**src/rtl/rtb_pkg.sv**
```systemverilog
// Types and constants shared by the repeating timer bank.
`timescale 1ns / 1ps
package rtb_pkg;

  localparam logic [1:0] K_START = 2'd0;
  localparam logic [1:0] K_FORCE = 2'd1;
  localparam logic [1:0] K_STOP  = 2'd2;
  localparam logic [1:0] K_POLL  = 2'd3;

  localparam logic [1:0] ST_DONE = 2'd0;
  localparam logic [1:0] ST_FAIL = 2'd1;
  localparam logic [1:0] ST_EXP  = 2'd2;
  localparam logic [1:0] ST_NONE = 2'd3;

  localparam logic [15:0] FOREVER = 16'hFFFF;
  localparam int unsigned MAX_SCAN = 16;

  typedef struct packed {
    logic [1:0]         kind;
    logic [3:0]         channel;
    logic [31:0]        period;
    logic signed [15:0] repeat_count;
    logic [31:0]        now_tick;
  } in_item_t;

  typedef struct packed {
    logic [3:0] out_channel;
    logic [1:0] status;
    logic       ended;
    logic [4:0] active_count;
    logic       last;
  } out_item_t;

  // Command broadcast from the controller to every cell
  typedef struct packed {
    logic        arm;
    logic        clr;
    logic [31:0] period;
    logic [15:0] count;
    logic [31:0] now_tick;
  } cmd_t;

  // Status that one cell shows to the controller and its neighbour
  typedef struct packed {
    logic armed;
    logic hit;
    logic ended;
    logic tok;
  } cell_sts_t;

endpackage

```
**src/rtl/rtb_cell.sv**
```systemverilog
// One timer channel: period, deadline, repeat count and the scan token.
`timescale 1ns / 1ps
module rtb_cell (
  input  logic          clk,
  input  logic          rst_n,
  input  logic          sel,
  input  rtb_pkg::cmd_t cmd,
  input  logic          tok_in,
  input  logic          advance,
  output rtb_pkg::cell_sts_t sts
);
  import rtb_pkg::*;

  logic        armed_r;
  logic        tok_r;
  logic [15:0] rem_r;
  logic [31:0] per_r;
  logic [31:0] dl_r;
  logic [15:0] rem_dec;
  logic        hit;
  logic        ended;

  assign hit     = tok_r & armed_r & (dl_r <= cmd.now_tick);
  assign rem_dec = (rem_r == FOREVER) ? rem_r : rem_r - 16'd1;
  assign ended   = hit & (rem_dec == 16'd0);

  assign sts.armed = armed_r;
  assign sts.hit   = hit;
  assign sts.ended = ended;
  assign sts.tok   = tok_r;

  always_ff @(posedge clk) begin
    if (!rst_n) begin
      armed_r <= 1'b0;
      tok_r   <= 1'b0;
      rem_r   <= '0;
      per_r   <= '0;
      dl_r    <= '0;
    end else begin
      if (advance) begin
        tok_r <= tok_in;
      end
      if (sel && cmd.arm) begin
        armed_r <= 1'b1;
        per_r   <= cmd.period;
        dl_r    <= cmd.now_tick + cmd.period;
        rem_r   <= cmd.count;
      end else if (sel && cmd.clr) begin
        armed_r <= 1'b0;
        per_r   <= '0;
        dl_r    <= '0;
        rem_r   <= '0;
      end else if (advance && hit) begin
        if (ended) begin
          // count exhausted: disarm, keep period and deadline
          armed_r <= 1'b0;
          rem_r   <= '0;
        end else begin
          rem_r <= rem_dec;
          dl_r  <= per_r + cmd.now_tick;
        end
      end
    end
  end

endmodule

```
**config.mk**
```make
export PLATFORM = sky130hd
export DESIGN_NAME = rtb_cell
export DESIGN_NICKNAME = d
export VERILOG_FILES = /design/src/rtl/rtb_pkg.sv /design/src/rtl/rtb_cell.sv
export SDC_FILE = /design/constraint.sdc
export NUM_CORES = 1
export LEC_CHECK = 0
export ABC_AREA = 0
export BUFFER_PORTS_ARGS = -buffer_cell sky130_fd_sc_hd__buf_2
export CAP_MARGIN = 20
export CORE_AREA = 2 2 128 130
export DETAILED_ROUTE_END_ITERATION = 16
export DIE_AREA = 0 0 130 132
export GPL_ROUTABILITY_DRIVEN = 0
export HOLD_SLACK_MARGIN = 0.06
export MAX_ROUTING_LAYER = met4
export PLACE_DENSITY_LB_ADDON = 0.08
export SYNTH_ARGS = -nofsm -noshare
export SYNTH_HDL_FRONTEND = slang
export SYNTH_SLANG_ARGS = --single-unit
```
**constraint.sdc**
```tcl
create_clock -name clk -period 7.1 [get_ports clk]
set_input_delay 1.42 -clock clk [delete_from_list [all_inputs] [get_ports clk]]
set_output_delay 1.42 -clock clk [all_outputs]
set_load 0.02 [all_outputs]
```
==> metrics list <==
- Number of buffer cells added on primary ports: 90
- Dividing the detail-routed via count by the number of cells gives 5.896.
- Yosys top cell area share: 0.2119
- Timing-limited maximum frequency: 0.2001 GHz
* Setup repair after global routing missed its margin: no
- HPWL after DPL: 15520 um
* Setup-violating endpoint count in the final report: 0
* Cells traversed along the worst timing path: buf_2 > inv_1 > ha_1 > a21o_1 > a21o_1 > a21oi_1 > o211ai_1 > a211o_1 > o21ai_0 > and4_4 > buf_2
- Number of synthesized flops with an enable pin: 0
* Prevailing post-synth register cell: sky130_fd_sc_hd__dfxtp_1
- Cells taking the most area after synthesis: sky130_fd_sc_hd__dfxtp_1 (21%), sky130_fd_sc_hd__ha_1 (16%), sky130_fd_sc_hd__a21oi_1 (6.2%)
* Sequential element share of the synthesized area: 0.2119
- For this configuration, the core starts out at a cell density of 0.4931.
* Via count of the first global-routing pass: 6922
- Depth of the CTS H-tree: 3
- Setup slack of the most critical reg-to-reg path: 3.11 ns
- In this run the most critical hold path is launched from dl_r[0].
* Post-route clock period utilization: 0.7038
- In this run the static leakage power is 3.971 nW.
- Once placement finished, the instance area stood at 0.008288 sq mm.
- The first global-routing pass estimated 35190 um of wire.
- Proportion of layout cells with a drive suffix above 1: 0.1311
- Along the worst path, the maximum fanout reaches 3.
- Overall fraction of global-route tracks in use: 0.2610
* Buffer count from post-CTS setup fixing: 0
- Post-layout nets: 1211
- I/O Pins: 91
- Sinks on the clock net: 82
- Synthesized instance count: 968
- After synthesis, the most frequently instantiated cells are sky130_fd_sc_hd__ha_1 (97), sky130_fd_sc_hd__a21oi_1 (96), sky130_fd_sc_hd__dfxtp_1 (82).
- Clock tree synthesis selected as its root buffer the cell sky130_fd_sc_hd__clkbuf_16.
* Bufs on Longest Clock Path: 2
- The endpoint identified for the worst register-to-register timing path is dl_r[21].
- Cell type with the largest total area after synthesis: sky130_fd_sc_hd__dfxtp_1
- Cts repair resizes: 0
* Avg WL per Cell: 17.22 um
* Clock tree from TritonCTS: yes
- Worst hold endpoint: dl_r[0]
* Die outline width: 130 um
- Counting flops with an async set or reset pin after synthesis yields a share of 0.
* Worst supply voltage drop on vdd: 0.1478 mV
- Most frequent cell after synthesis: sky130_fd_sc_hd__ha_1
- Worst hold path depth: 1
- Class of the most critical setup path: input port to output port
* Type of origin of the critical path: input port
- The floorplan step set the die height to 132 um.
- Pin slew with the least headroom to its limit: 0.9336 ns
- Post-synth design cell area: 0.007747 sq mm
- After routing the design area is 0.008572 sq mm.
- For this run, design rule violations remaining after detail routing come to 0.
- The synthesized design contains 82 register bits.
* Syn nets: 1154
- Summed over all layers, the routed wires come to 21450 um.
- Clk slew on worst S/H paths: 0.07 ns
* Relative slew margins: 0.3752
- The average instance in the mapped netlist occupies 8.004 sq um.
- Vias post-DR: 7347
- Antenna Nets Post-Route: 0
- Worst Setup End Kind: output port
* Setup Total Neg Slack: 0 ns
- Bufs and invs on worst path: 3
- Count of max-cap constraint violations: 0
* Cell family with the largest share of critical-path delay: compound AO/OA/AOI/OAI gates
- Final period demand of the worst path: 4.997 ns
* Synthesis-to-finish area growth: 10.64%
* Arrival @ worst endpoint: 3.58 ns
* Floorplan die area: 0.01716 sq mm
* YS warnings: 0
- In this run the core area contains 46 standard-cell rows.
- Hold Fails Final Rpt: 0
- The core region is 0.01571 sq mm.
- At the worst endpoint, the required time is 5.68 ns.
* Count of hold-fix buffers inserted at cts: 0
- FF-to-FF Start: rem_r[0]
* Clock Latency Late Sink: 0.36 ns
* Largest net degree at the start of global routing: 84
- The slowest stage of the critical path belongs to the cell sky130_fd_sc_hd__ha_1.
- For the worst flop-to-flop path, the logic depth is 12.
- The run finished with clean final reports.
- After synthesis, the netlist uses 75 different library cells.
- Before antenna repair, the detailed router went through 5 iterations.
- The number of antenna violations at the first check in global routing was 0.
- Global routing finished with a remaining overflow of 0.
* Slew Limit Fails: 0
- Initial DRC Count: 494
* Largest stage delay, worst path: 0.30 ns
- The tightest min-delay check is of the flip-flop to flip-flop type.
* Diode count: 0
- Clock tree skew after final layout: 0.009429 ns
- CTS buffer count: 9
* Areal power density over the cells: 175.9 mW/mm^2
## stage by stage
stage / hold slack (ns) / utilization / setup WS (ns) / std cells / total power, mW
global route: 0.5163 / 0.5455 / 2.001 / 1246 / 1.610
finish: 0.5018 / 0.5455 / 2.103 / 1246 / 1.507
floorplan: 0.4719 / - / 2.511 / 968 / 0.9104
detailed placement: 0.4875 / 0.5275 / 2.099 / 1230 / 1.041
global placement: 0.4840 / 0.5275 / 2.103 / 1230 / 1.039
CTS: 0.5018 / 0.5455 / 2.080 / 1246 / 1.519
## layer usage
| metal | part of all wire | global-route usage | wire, um |
|---|---|---|---|
| met4 | 0.016 | 0.06272 | 333 |
| met5 | 0 | - | 0 |
| met3 | 0.047 | 0.03571 | 1010 |
| met2 | 0.46 | 0.4061 | 9903 |
| met1 | 0.48 | 0.3577 | 10200 |
## cell type report
type                       instances  area (sq um)
clock buffer                       9         225.2
clock inverter                     7         58.81
fill                            1597          7141
inverter                          54         202.7
multi-input combinational        782          5678
sequential                        82          1642
tap                              216         270.3
timing repair buffer              96         495.5
## state kept, by name, summed over array words and instances, names as in the netlist
name	flops
armed_r	1
tok_r	1
dl_r	32
rem_r	16
per_r	32
## cell usage in the layout, fill, tap and decap left out, types with 11 or more instances in the layout
cell type / n
sky130_fd_sc_hd__a21o_1: 26
sky130_fd_sc_hd__a21oi_1: 96
sky130_fd_sc_hd__a22oi_1: 48
sky130_fd_sc_hd__a31oi_1: 14
sky130_fd_sc_hd__buf_2: 90
sky130_fd_sc_hd__dfxtp_1: 82
sky130_fd_sc_hd__ha_1: 97
sky130_fd_sc_hd__inv_1: 54
sky130_fd_sc_hd__nand2_1: 59
sky130_fd_sc_hd__nand3_1: 13
sky130_fd_sc_hd__nand4_1: 17
sky130_fd_sc_hd__nor2_1: 52
sky130_fd_sc_hd__nor2b_1: 43
sky130_fd_sc_hd__nor3_1: 15
sky130_fd_sc_hd__o211a_1: 20
sky130_fd_sc_hd__o21a_1: 11
sky130_fd_sc_hd__o21ai_0: 45
sky130_fd_sc_hd__o21ai_1: 13
sky130_fd_sc_hd__o21bai_1: 11
sky130_fd_sc_hd__xnor2_1: 30
sky130_fd_sc_hd__xor2_1: 27
## worst max path at each step
stage          endpoint    start  slack (ns)  cells past startpoint
2_1_floorplan    sts[1]  cmd[29]        2.51                     10
3_3_place_gp     sts[1]  cmd[13]        2.10                     11
3_5_place_dp     sts[1]  cmd[13]        2.10                     11
4_1_cts          sts[1]  cmd[13]        2.08                     11
5_1_grt          sts[1]  cmd[27]        2.00                      9
6_report         sts[1]  cmd[13]        2.10                     11
## kinds of logic (layout without fill, tap and decap cells)
group                    after synthesis  after routing  share of synthesized area
flip-flops                            82             82                     0.2119
AO/OA/AOI/OAI                        369            369                     0.3274
buffers and inverters                104            166                    0.05685
adder cells (fa/ha/maj)               99             99                     0.1618
XOR/XNOR                              57             57                    0.06444
multiplexers                           1              1                   0.001292
AND/OR/NAND/NOR                      256            256                     0.1764
## where the power goes
| part | total, mW | internal [mW] | switching [mW] |
|---|---|---|---|
| Combinational | 0.512 | 0.218 | 0.295 |
| Sequential | 0.525 | 0.493 | 0.0316 |
| Clock | 0.471 | 0.243 | 0.227 |
| Total | 1.51 | 0.954 | 0.554 |
(Power assumes the default switching activity.)
